[src/hw/rtl/ppt_pkg.sv]
`default_nettype none

package ppt_pkg;

	localparam int SLOTS_DEF      = 16;
	localparam int COLD_SPLIT_DEF = 21;
	localparam int PERM_COUNT_DEF = 42;

	localparam int KIND_W         = 3;
	localparam int PID_W          = 16;
	localparam int PERM_W         = 6;
	localparam int LEVEL_W        = 3;
	localparam int STATUS_W       = 2;
	localparam int KILL_W         = 42;
	localparam int LEVELS_PER_MAP = 21;
	localparam int MAP_W          = LEVELS_PER_MAP * LEVEL_W;
	localparam int LEVELS_W       = 2 * MAP_W;

	localparam logic [KIND_W-1:0] KIND_REGISTER   = 3'd0;
	localparam logic [KIND_W-1:0] KIND_UNREGISTER = 3'd1;
	localparam logic [KIND_W-1:0] KIND_GRANT      = 3'd2;
	localparam logic [KIND_W-1:0] KIND_REVOKE     = 3'd3;
	localparam logic [KIND_W-1:0] KIND_CHECK      = 3'd4;
	localparam logic [KIND_W-1:0] KIND_HAS_MIN    = 3'd5;

	localparam logic [STATUS_W-1:0] STATUS_OK        = 2'd0;
	localparam logic [STATUS_W-1:0] STATUS_NOT_FOUND = 2'd1;
	localparam logic [STATUS_W-1:0] STATUS_FULL      = 2'd2;

	typedef logic [LEVEL_W-1:0] level_t;

	typedef struct packed {
		logic [KIND_W-1:0] kind;
		logic [PID_W-1:0]  pid;
		logic [PERM_W-1:0] permission;
		level_t            level;
	} cmd_word_t;

	typedef struct packed {
		logic [STATUS_W-1:0] status;
		level_t              level_out;
		logic                meets_minimum;
		logic [PID_W-1:0]    new_pid;
	} rsp_word_t;

	typedef struct packed {
		level_t rd_level;
		logic   killed;
		logic   meets;
	} lvl_res_t;

	typedef enum logic [2:0] {
		ST_IDLE,
		ST_SEARCH,
		ST_ACT,
		ST_MODIFY,
		ST_DONE
	} state_t;

endpackage

`default_nettype wire

[src/hw/rtl/ppt_ram.sv]
`default_nettype none

module ppt_ram #(
	parameter int WIDTH = 16,
	parameter int DEPTH = 16
) (
	input  wire logic                                    clk,
	input  wire logic                                    we,
	input  wire logic [((DEPTH > 1) ? $clog2(DEPTH) : 1)-1:0] waddr,
	input  wire logic [WIDTH-1:0]                        wdata,
	input  wire logic                                    re,
	input  wire logic [((DEPTH > 1) ? $clog2(DEPTH) : 1)-1:0] raddr,
	output      logic [WIDTH-1:0]                        rdata
);

	logic [WIDTH-1:0] mem_q [DEPTH];
	logic [WIDTH-1:0] rdata_q;

	always_ff @(posedge clk) begin
		if (we) begin
			mem_q[waddr] <= wdata;
		end
		if (re) begin
			rdata_q <= mem_q[raddr];
		end
	end

	assign rdata = rdata_q;

endmodule

`default_nettype wire

[src/hw/rtl/ppt_level_unit.sv]
`default_nettype none

module ppt_level_unit #(
	parameter int COLD_SPLIT = ppt_pkg::COLD_SPLIT_DEF,
	parameter int PERM_COUNT = ppt_pkg::PERM_COUNT_DEF
) (
	input  wire logic [ppt_pkg::LEVELS_W-1:0] levels,
	input  wire logic [ppt_pkg::PERM_W-1:0]   permission,
	input  wire ppt_pkg::level_t              level,
	input  wire ppt_pkg::level_t              wr_level,
	input  wire logic [ppt_pkg::KILL_W-1:0]   kill_mask,
	output      logic [ppt_pkg::LEVELS_W-1:0] new_levels,
	output      ppt_pkg::lvl_res_t            res
);

	localparam int PW = ppt_pkg::PERM_W;
	localparam int MW = ppt_pkg::MAP_W;
	localparam int LW = ppt_pkg::LEVEL_W;

	logic                  perm_ok;
	logic                  cold;
	logic                  in_range;
	logic [PW-1:0]         idx;
	logic [MW-1:0]         map;
	logic [MW-1:0]         new_map;
	ppt_pkg::level_t       rd;
	logic                  killed;

	always_comb begin
		perm_ok  = permission < PW'(PERM_COUNT);
		cold     = permission >= PW'(COLD_SPLIT);
		idx      = cold ? (permission - PW'(COLD_SPLIT)) : permission;
		in_range = perm_ok && (idx < PW'(ppt_pkg::LEVELS_PER_MAP));
		map      = cold ? levels[2*MW-1:MW] : levels[MW-1:0];
		rd       = '0;
		new_map  = map;
		for (int j = 0; j < ppt_pkg::LEVELS_PER_MAP; j++) begin
			if (in_range && (idx == PW'(j))) begin
				rd                    = map[j*LW +: LW];
				new_map[j*LW +: LW]   = wr_level;
			end
		end
		new_levels = cold ? {new_map, levels[MW-1:0]} : {levels[2*MW-1:MW], new_map};
		killed = 1'b0;
		for (int j = 0; j < ppt_pkg::KILL_W; j++) begin
			killed = killed | (perm_ok && (permission == PW'(j)) && kill_mask[j]);
		end
		res.rd_level = rd;
		res.killed   = killed;
		res.meets    = rd >= level;
	end

endmodule

`default_nettype wire

[src/hw/rtl/process_permission_table.sv]
// An accepted word of a defined kind searches the id memory one slot per cycle, and the search ends
// at the slot that holds the id or at the last slot.
// The block takes one word at a time and stalls new words until the response is out.
// Grant, revoke, check and has-minimum on a found id read the level memory in ST_ACT;
// grant and revoke write the new levels back in ST_MODIFY.
// Reset clears all slot valid bits, the id counter and the kill mask at once.
`default_nettype none

module process_permission_table #(
	parameter int SLOTS      = ppt_pkg::SLOTS_DEF,
	parameter int COLD_SPLIT = ppt_pkg::COLD_SPLIT_DEF,
	parameter int PERM_COUNT = ppt_pkg::PERM_COUNT_DEF
) (
	input  wire logic                       clk,
	input  wire logic                       arst_n,
	input  wire logic                       cmd_valid,
	output      logic                       cmd_stall,
	input  wire ppt_pkg::cmd_word_t         cmd,
	output      logic                       rsp_valid,
	input  wire logic                       rsp_stall,
	output      ppt_pkg::rsp_word_t         rsp,
	input  wire logic                       cfg_valid,
	output      logic                       cfg_ready,
	input  wire logic [ppt_pkg::KILL_W-1:0] cfg_data
);

	localparam int SW  = (SLOTS > 1) ? $clog2(SLOTS) : 1;
	localparam int CW  = $clog2(SLOTS + 1);
	localparam int PDW = ppt_pkg::PID_W;
	localparam int LVW = ppt_pkg::LEVELS_W;

	ppt_pkg::state_t        state_q, state_d;
	ppt_pkg::cmd_word_t     cmd_q;
	ppt_pkg::rsp_word_t     res_q, res_d, rsp_q;
	logic                   res_load;
	logic                   rsp_valid_q;
	logic [SLOTS-1:0]       valid_q;
	logic [PDW-1:0]         next_pid_q;
	logic [ppt_pkg::KILL_W-1:0] kill_q;
	logic [CW-1:0]          scan_q;
	logic                   issued_s1;
	logic [SW-1:0]          idx_s1;
	logic                   hit_q;
	logic [SW-1:0]          slot_q;
	logic                   free_vld_q;
	logic [SW-1:0]          free_q;

	logic                   accept;
	logic                   rsp_free;
	logic                   to_rsp;
	logic [PDW-1:0]         key;
	logic                   cmp_hit;
	logic                   cmp_free;
	logic                   cmp_last;
	logic                   search_done;
	logic                   issue;
	logic                   is_register;
	logic                   is_level_op;
	logic [SW-1:0]          act_slot;
	logic                   valid_set;
	logic                   valid_clr;
	logic                   bump_pid;

	logic                   pid_we;
	logic [PDW-1:0]         pid_rdata;
	logic                   lvl_we;
	logic                   lvl_re;
	logic [LVW-1:0]         lvl_wdata;
	logic [LVW-1:0]         lvl_rdata;
	logic [LVW-1:0]         lvl_new;
	ppt_pkg::level_t        wr_level;
	ppt_pkg::lvl_res_t      lvl_res;

	ppt_ram #(
		.WIDTH(PDW),
		.DEPTH(SLOTS)
	) u_pid_ram (
		.clk  (clk),
		.we   (pid_we),
		.waddr(act_slot),
		.wdata(next_pid_q),
		.re   (issue),
		.raddr(scan_q[SW-1:0]),
		.rdata(pid_rdata)
	);

	ppt_ram #(
		.WIDTH(LVW),
		.DEPTH(SLOTS)
	) u_level_ram (
		.clk  (clk),
		.we   (lvl_we),
		.waddr(act_slot),
		.wdata(lvl_wdata),
		.re   (lvl_re),
		.raddr(slot_q),
		.rdata(lvl_rdata)
	);

	assign wr_level = (cmd_q.kind == ppt_pkg::KIND_REVOKE) ? '0 : cmd_q.level;

	ppt_level_unit #(
		.COLD_SPLIT(COLD_SPLIT),
		.PERM_COUNT(PERM_COUNT)
	) u_level_unit (
		.levels    (lvl_rdata),
		.permission(cmd_q.permission),
		.level     (cmd_q.level),
		.wr_level  (wr_level),
		.kill_mask (kill_q),
		.new_levels(lvl_new),
		.res       (lvl_res)
	);

	assign cmd_stall = state_q != ppt_pkg::ST_IDLE;
	assign accept    = cmd_valid && !cmd_stall;
	assign cfg_ready = 1'b1;
	assign rsp_free  = !rsp_valid_q || !rsp_stall;
	assign rsp_valid = rsp_valid_q;
	assign rsp       = rsp_q;

	assign is_register = cmd_q.kind == ppt_pkg::KIND_REGISTER;
	assign is_level_op = (cmd_q.kind == ppt_pkg::KIND_GRANT) ||
		(cmd_q.kind == ppt_pkg::KIND_REVOKE) || (cmd_q.kind == ppt_pkg::KIND_CHECK) ||
		(cmd_q.kind == ppt_pkg::KIND_HAS_MIN);
	assign act_slot = (is_register && !hit_q) ? free_q : slot_q;

	// The id read issued for one slot returns in the next cycle, where it is compared.
	assign key         = is_register ? next_pid_q : cmd_q.pid;
	assign cmp_hit     = issued_s1 && valid_q[idx_s1] && (pid_rdata == key);
	assign cmp_free    = issued_s1 && !valid_q[idx_s1];
	assign cmp_last    = issued_s1 && (idx_s1 == SW'(SLOTS - 1));
	assign search_done = cmp_hit || cmp_last;
	assign issue       = (state_q == ppt_pkg::ST_SEARCH) && (scan_q < CW'(SLOTS)) &&
		!search_done;

	always_comb begin
		state_d = state_q;
		unique case (state_q)
			ppt_pkg::ST_IDLE: begin
				if (cmd_valid) begin
					state_d = (cmd.kind > ppt_pkg::KIND_HAS_MIN) ? ppt_pkg::ST_DONE
						: ppt_pkg::ST_SEARCH;
				end
			end
			ppt_pkg::ST_SEARCH: begin
				if (search_done) begin
					state_d = ppt_pkg::ST_ACT;
				end
			end
			ppt_pkg::ST_ACT: begin
				state_d = (hit_q && is_level_op) ? ppt_pkg::ST_MODIFY : ppt_pkg::ST_DONE;
			end
			ppt_pkg::ST_MODIFY: begin
				state_d = ppt_pkg::ST_DONE;
			end
			ppt_pkg::ST_DONE: begin
				if (rsp_free) begin
					state_d = ppt_pkg::ST_IDLE;
				end
			end
			default: begin
				state_d = ppt_pkg::ST_IDLE;
			end
		endcase
	end

	always_comb begin
		res_load  = 1'b0;
		res_d     = '0;
		pid_we    = 1'b0;
		lvl_we    = 1'b0;
		lvl_re    = 1'b0;
		lvl_wdata = '0;
		valid_set = 1'b0;
		valid_clr = 1'b0;
		bump_pid  = 1'b0;
		to_rsp    = 1'b0;
		unique case (state_q)
			ppt_pkg::ST_IDLE: begin
				res_load = accept;
			end
			ppt_pkg::ST_SEARCH: begin
			end
			ppt_pkg::ST_ACT: begin
				if (is_register) begin
					res_load = 1'b1;
					if (hit_q || free_vld_q) begin
						pid_we        = 1'b1;
						lvl_we        = 1'b1;
						valid_set     = 1'b1;
						bump_pid      = 1'b1;
						res_d.new_pid = next_pid_q;
					end else begin
						res_d.status = ppt_pkg::STATUS_FULL;
					end
				end else if (!hit_q) begin
					res_load     = 1'b1;
					res_d.status = ppt_pkg::STATUS_NOT_FOUND;
				end else if (cmd_q.kind == ppt_pkg::KIND_UNREGISTER) begin
					valid_clr = 1'b1;
				end else begin
					lvl_re = 1'b1;
				end
			end
			ppt_pkg::ST_MODIFY: begin
				res_load  = 1'b1;
				lvl_wdata = lvl_new;
				if ((cmd_q.kind == ppt_pkg::KIND_GRANT) ||
					(cmd_q.kind == ppt_pkg::KIND_REVOKE)) begin
					lvl_we = 1'b1;
				end else if (cmd_q.kind == ppt_pkg::KIND_CHECK) begin
					res_d.level_out = lvl_res.killed ? '0 : lvl_res.rd_level;
				end else begin
					res_d.meets_minimum = lvl_res.meets;
				end
			end
			ppt_pkg::ST_DONE: begin
				to_rsp = rsp_free;
			end
			default: begin
			end
		endcase
	end

	always_ff @(posedge clk or negedge arst_n) begin
		if (!arst_n) begin
			state_q     <= ppt_pkg::ST_IDLE;
			valid_q     <= '0;
			next_pid_q  <= '0;
			kill_q      <= '0;
			scan_q      <= '0;
			issued_s1   <= 1'b0;
			hit_q       <= 1'b0;
			free_vld_q  <= 1'b0;
			rsp_valid_q <= 1'b0;
		end else begin
			state_q   <= state_d;
			issued_s1 <= issue;
			if (cfg_valid && cfg_ready) begin
				kill_q <= cfg_data;
			end
			if (accept) begin
				scan_q     <= '0;
				hit_q      <= 1'b0;
				free_vld_q <= 1'b0;
			end else if (state_q == ppt_pkg::ST_SEARCH) begin
				if (issue) begin
					scan_q <= scan_q + CW'(1);
				end
				if (cmp_hit) begin
					hit_q <= 1'b1;
				end
				if (cmp_free) begin
					free_vld_q <= 1'b1;
				end
			end
			if (valid_set) begin
				valid_q[act_slot] <= 1'b1;
			end
			if (valid_clr) begin
				valid_q[slot_q] <= 1'b0;
			end
			if (bump_pid) begin
				next_pid_q <= next_pid_q + PDW'(1);
			end
			if (to_rsp) begin
				rsp_valid_q <= 1'b1;
			end else if (!rsp_stall) begin
				rsp_valid_q <= 1'b0;
			end
		end
	end

	always_ff @(posedge clk) begin
		if (accept) begin
			cmd_q <= cmd;
		end
		idx_s1 <= scan_q[SW-1:0];
		if ((state_q == ppt_pkg::ST_SEARCH) && cmp_hit) begin
			slot_q <= idx_s1;
		end
		if ((state_q == ppt_pkg::ST_SEARCH) && cmp_free && !free_vld_q) begin
			free_q <= idx_s1;
		end
		if (res_load) begin
			res_q <= res_d;
		end
		if (to_rsp) begin
			rsp_q <= res_q;
		end
	end

endmodule

`default_nettype wire

[config.mk]
export PLATFORM = sky130hd
export DESIGN_NAME = process_permission_table
export DESIGN_NICKNAME = d
export VERILOG_FILES = /design/src/hw/rtl/ppt_pkg.sv /design/src/hw/rtl/ppt_ram.sv /design/src/hw/rtl/ppt_level_unit.sv /design/src/hw/rtl/process_permission_table.sv
export SDC_FILE = /design/constraint.sdc
export NUM_CORES = 2
export LEC_CHECK = 0
export BUFFER_PORTS_ARGS = -buffer_cell sky130_fd_sc_hd__buf_2
export CELL_PAD_IN_SITES_DETAIL_PLACEMENT = 1
export CELL_PAD_IN_SITES_GLOBAL_PLACEMENT = 1
export CORE_MARGIN = 1
export CORE_UTILIZATION = 40
export DETAILED_ROUTE_END_ITERATION = 16
export PLACE_DENSITY = 0.61
export SETUP_SLACK_MARGIN = 0.05
export SYNTH_ARGS = -nofsm -noshare
export SYNTH_HDL_FRONTEND = slang
export SYNTH_HIERARCHICAL = 1
export SYNTH_SLANG_ARGS = --single-unit
[constraint.sdc]
create_clock -name clk -period 16.5 [get_ports clk]
set_input_delay 2.475 -clock clk [delete_from_list [all_inputs] [get_ports clk]]
set_output_delay 2.475 -clock clk [all_outputs]
set_load 0.02 [all_outputs]
==> implementation parameters <==
Parameter                              Value

Setup path
  Type of origin of the critical path    flop
  Cell with the largest stage delay on the worst path    sky130_fd_sc_hd__buf_4
  Crit path max fanout    83
  Worst Path Arrival    6970 ps
  CP max stage delay    960 ps
  Series of cell instances along the critical path    inv_1 > ha_1 > nand2b_4 > a31oi_4 > buf_4 > mux2i_1 > nor4_2 > a21boi_0 > o31ai_1 > a31oi_1 > a211o_1 > ha_1 > a21o_1 > a21o_1 > o2111a_1
  CP Data Required Time    17190 ps
  Endpoint type of the worst setup path    flop
  Start-to-end type of the worst setup path    reg2reg

STA
  Worst hold slack after final layout    roughly 400 ps
  Final TNS setup    0 ps
  Final Cycle Share    38.06%
  Setup skew after layout    57.05 ps
  RSZ-0062 raised after global routing    no
  Worst Tran Pin Value    1551 ps
  Final Setup Violations    0
  Final Max Slew Viols    5
  Worst-case headroom to the max-slew limit    -4.367%
  Crit path time final    around 6300 ps
  Final Hold Vio Count    0
  Maximum clock frequency    0.1592 GHz

Worst hold path
  Worst min-delay path category    reg2reg

Finish
  Area of the multi-input gates    23200 um^2
  Fraction of final layout cells sized beyond drive strength 1    26.87%
  Count of fill cells added during filler insertion    23091
  Cell area after layout    roughly 120000 um^2
  Number of non-filler instances in the completed layout    8707
  # nets final    5239
  Area taken by flip-flops and latches    a little under 80000 um^2
  Synth-to-Final Area Change    13.45%

Route
  Wire length after detailed routing    between 200 and 300 mm
  Post-detailed-route count of antenna-violating nets    0
  Routed len/inst    30.78 um
  Vias after detailed routing    50397
  Post-detailed-route via-to-cell ratio    slightly below 6
  First DRT Iteration DRCs    about 4600
  Post-detailed-route DRC marker count    0
  DR pass1 iterations    7

Yosys
  Dominant combinational cell family by area after synthesis    multiplexers
  Share of flip-flops with an asynchronous set or reset    3.328%
  Post-synthesis simple-gate area fraction    under 10%
  Yosys Warn Count    6
  Synth cell types    90
  Fraction of the mapped netlist area in adder cells    less than 1%
  Number of storage elements in the synthesis netlist    about 2600
  Leading cell types by total area after synthesis    sky130_fd_sc_hd__edfxtp_1 (74%), sky130_fd_sc_hd__mux4_2 (12%), sky130_fd_sc_hd__mux2_2 (2.6%)
  Complex-gate fraction of the synthesized area    3.612%
  XOR/XNOR Fraction of Synth Area    0.2072%
  Register area share after synthesis    76.01%
  Area leader, netlist    sky130_fd_sc_hd__edfxtp_1
  Main synth FF type    sky130_fd_sc_hd__edfxtp_1
  Area share of the leading cell type in the synthesized netlist    73.81%
  Total standard cell area after synthesis    101500 um^2
  Number of synthesized flops with an enable pin    2494
  Average cell area after synthesis    20.57 um^2
  Cell count after synthesis    4932
  Proportion of synthesized area in mux cells    15.22%
  Syn_nets    5017

Power
  Cell leakage power    0.03037 uW
  Power per standard cell area    roughly 120 nW/um^2
  Overall power after layout    13390 uW
  Max VDD drop    ~0.11 mV

Die
  I/O pin total    100
  Height of the die    505.7 um
  Overall die width    505.7 um
  Die footprint    255700 um^2
  Starting density of the core    between 40 and 50%
  Number of core rows    between 150 and 200
  Placeable core region    251900 um^2

Placement
  Count of input and output buffers    98
  Total instance count after detailed placement    8213
  Placed inst area    around 110000 um^2
  Gpl congestion    0.8187
  Placed wire-length estimate    145.5 mm

Clock network
  Clock latency of the later-clocked register in the worst-skew pair    between 900 and 1000 ps
  Post-cts gate resize count    0
  CTS Root Cell    sky130_fd_sc_hd__clkbuf_16
  Hold-fix buffer count after cts    0
  H-Tree Level Count    5
  Clock tree from TritonCTS    yes
  Clock-pin slew of the registers on the worst-case setup and hold paths    about 60 ps
  Number of post-CTS setup repair buffers    0
  Number of sinks driven by the clock tree    2584
  CTS buffer count    287
  Maximum count of clock buffers along a single path    4

Global route
  Number of antenna violations at the first check in global routing    4
  Largest net degree at the start of global routing    ~130
  GR Util All Layers    20.89%
  Wire length of the first global-routing pass    between 300 and 400 mm
  Global route overflow    0
  Vias in the first global route    52785

Job
  Count of max-cap constraint violations    1

Outcome
  Run status    finished with violations
  Violated checks    max-capacitance violations, max-slew violations
-- layout make-up --
class	instances	area share (%)
repair buffers	207	1.237
well taps	3348	3.639
flip-flops and latches	2584	67.00
diodes	3	0.006521
clock inverters	137	1.239
clock buffers	354	6.640
multi-input cells	2047	20.15
inverters	27	0.08804
-- flip-flops by register name, summed over array words and instances, names as in the netlist --
name	cells
rsp	22
state_q	3
slot_q	4
u_level_ram/rdata	126
u_level_ram/mem_q	2016
next_pid_q	16
issued_s1	1
rsp_valid	1
free_q	4
cmd_q	28
u_pid_ram/rdata	16
hit_q	1
kill_q	42
u_pid_ram/mem_q	256
scan_q	5
idx_s1	4
valid_q	16
res_q	22
free_vld_q	1
-- layer usage --
metal	global-route usage (%)	part of all wire [%]
met4	5.385	2.2
met2	33.82	48
met3	3.332	5.6
met1	29.48	44
met5	0	0
-- synthesized netlist by cell type (31+ instances only) --
cell type,number
sky130_fd_sc_hd__dfrtp_1,86
sky130_fd_sc_hd__edfxtp_1,2494
sky130_fd_sc_hd__mux2i_1,60
sky130_fd_sc_hd__nand2b_1,32
sky130_fd_sc_hd__mux4_2,527
sky130_fd_sc_hd__a22oi_1,255
sky130_fd_sc_hd__buf_1,31
sky130_fd_sc_hd__buf_4,37
sky130_fd_sc_hd__nor3_1,31
sky130_fd_sc_hd__nand2_1,239
sky130_fd_sc_hd__a21oi_1,57
sky130_fd_sc_hd__nor2_1,80
sky130_fd_sc_hd__buf_2,74
sky130_fd_sc_hd__clkbuf_1,125
sky130_fd_sc_hd__and2_1,158
sky130_fd_sc_hd__nor2b_1,38
sky130_fd_sc_hd__mux2_2,237
-- power breakdown --
part	leakage (uW)	switching, uW	total [uW]	internal [uW]
sequential	0.0183	5.33	7100	7090
combinational	0.00767	17.6	35.0	17.3
clock	0.00445	2510	6260	3740
total	0.0304	2540	13400	10900
-- path summary, 6_finish.rpt --
kind / slack, ps / from / to / cells past startpoint
max: 10220 / cmd_q[4] / res_q[16] / 15
min: 400 / res_q[10] / rsp[10] / 0
max reg2reg: 10220 / cmd_q[4] / res_q[16] / 15
min reg2reg: 400 / res_q[10] / rsp[10] / 0
max in group asynchronous: 13820 / arst_n / scan_q[0] / 2
min in group asynchronous: 1470 / arst_n / next_pid_q[7] / 1
-- logic make-up after synthesis --
group / after synthesis
AOI/OAI and AO/OA: 495
DFF: 2584
muxes: 837
buffers and inverters: 301
adders and majority gates: 10
and+or+nand+nor: 680
xor gates and xnor gates: 24
other: 1
-- stage by stage --
stage	utilization, %	setup WS, ps
after floorplan	-	4883
after global placement	42.10	10440
after detailed placement	42.10	10300
after CTS	45.70	10270
after global routing	45.71	9903
final	45.71	10220
-- cell usage in the layout, fill, tap and decap left out, types with 32 or more instances in the layout --
cell type and n:
sky130_fd_sc_hd__buf_2 97, sky130_fd_sc_hd__mux4_2 527, sky130_fd_sc_hd__mux2_2 237, sky130_fd_sc_hd__nor2_1 57, sky130_fd_sc_hd__and2_1 154, sky130_fd_sc_hd__edfxtp_1 2494, sky130_fd_sc_hd__nand2b_1 32, sky130_fd_sc_hd__nand2_1 239
sky130_fd_sc_hd__mux2i_1 60, sky130_fd_sc_hd__a22oi_1 255, sky130_fd_sc_hd__buf_4 101, sky130_fd_sc_hd__nor2b_1 33, sky130_fd_sc_hd__clkbuf_1 55, sky130_fd_sc_hd__clkinv_2 43, sky130_fd_sc_hd__a21oi_1 56, sky130_fd_sc_hd__dfrtp_1 84
sky130_fd_sc_hd__clkbuf_16 295, sky130_fd_sc_hd__clkinv_1 49
-- critical path, delay by kind of cell, from the launching register on --
kind,cells,cell delay [ps]
AO/OA/AOI/OAI,8,1640
adder cells (fa/ha/maj),2,760
buffers and inverters,2,1180
flip-flops,1,640
multiplexers,1,560
AND/OR/NAND/NOR,2,1220
No activity file was read; power rests on OpenSTA's default activity.
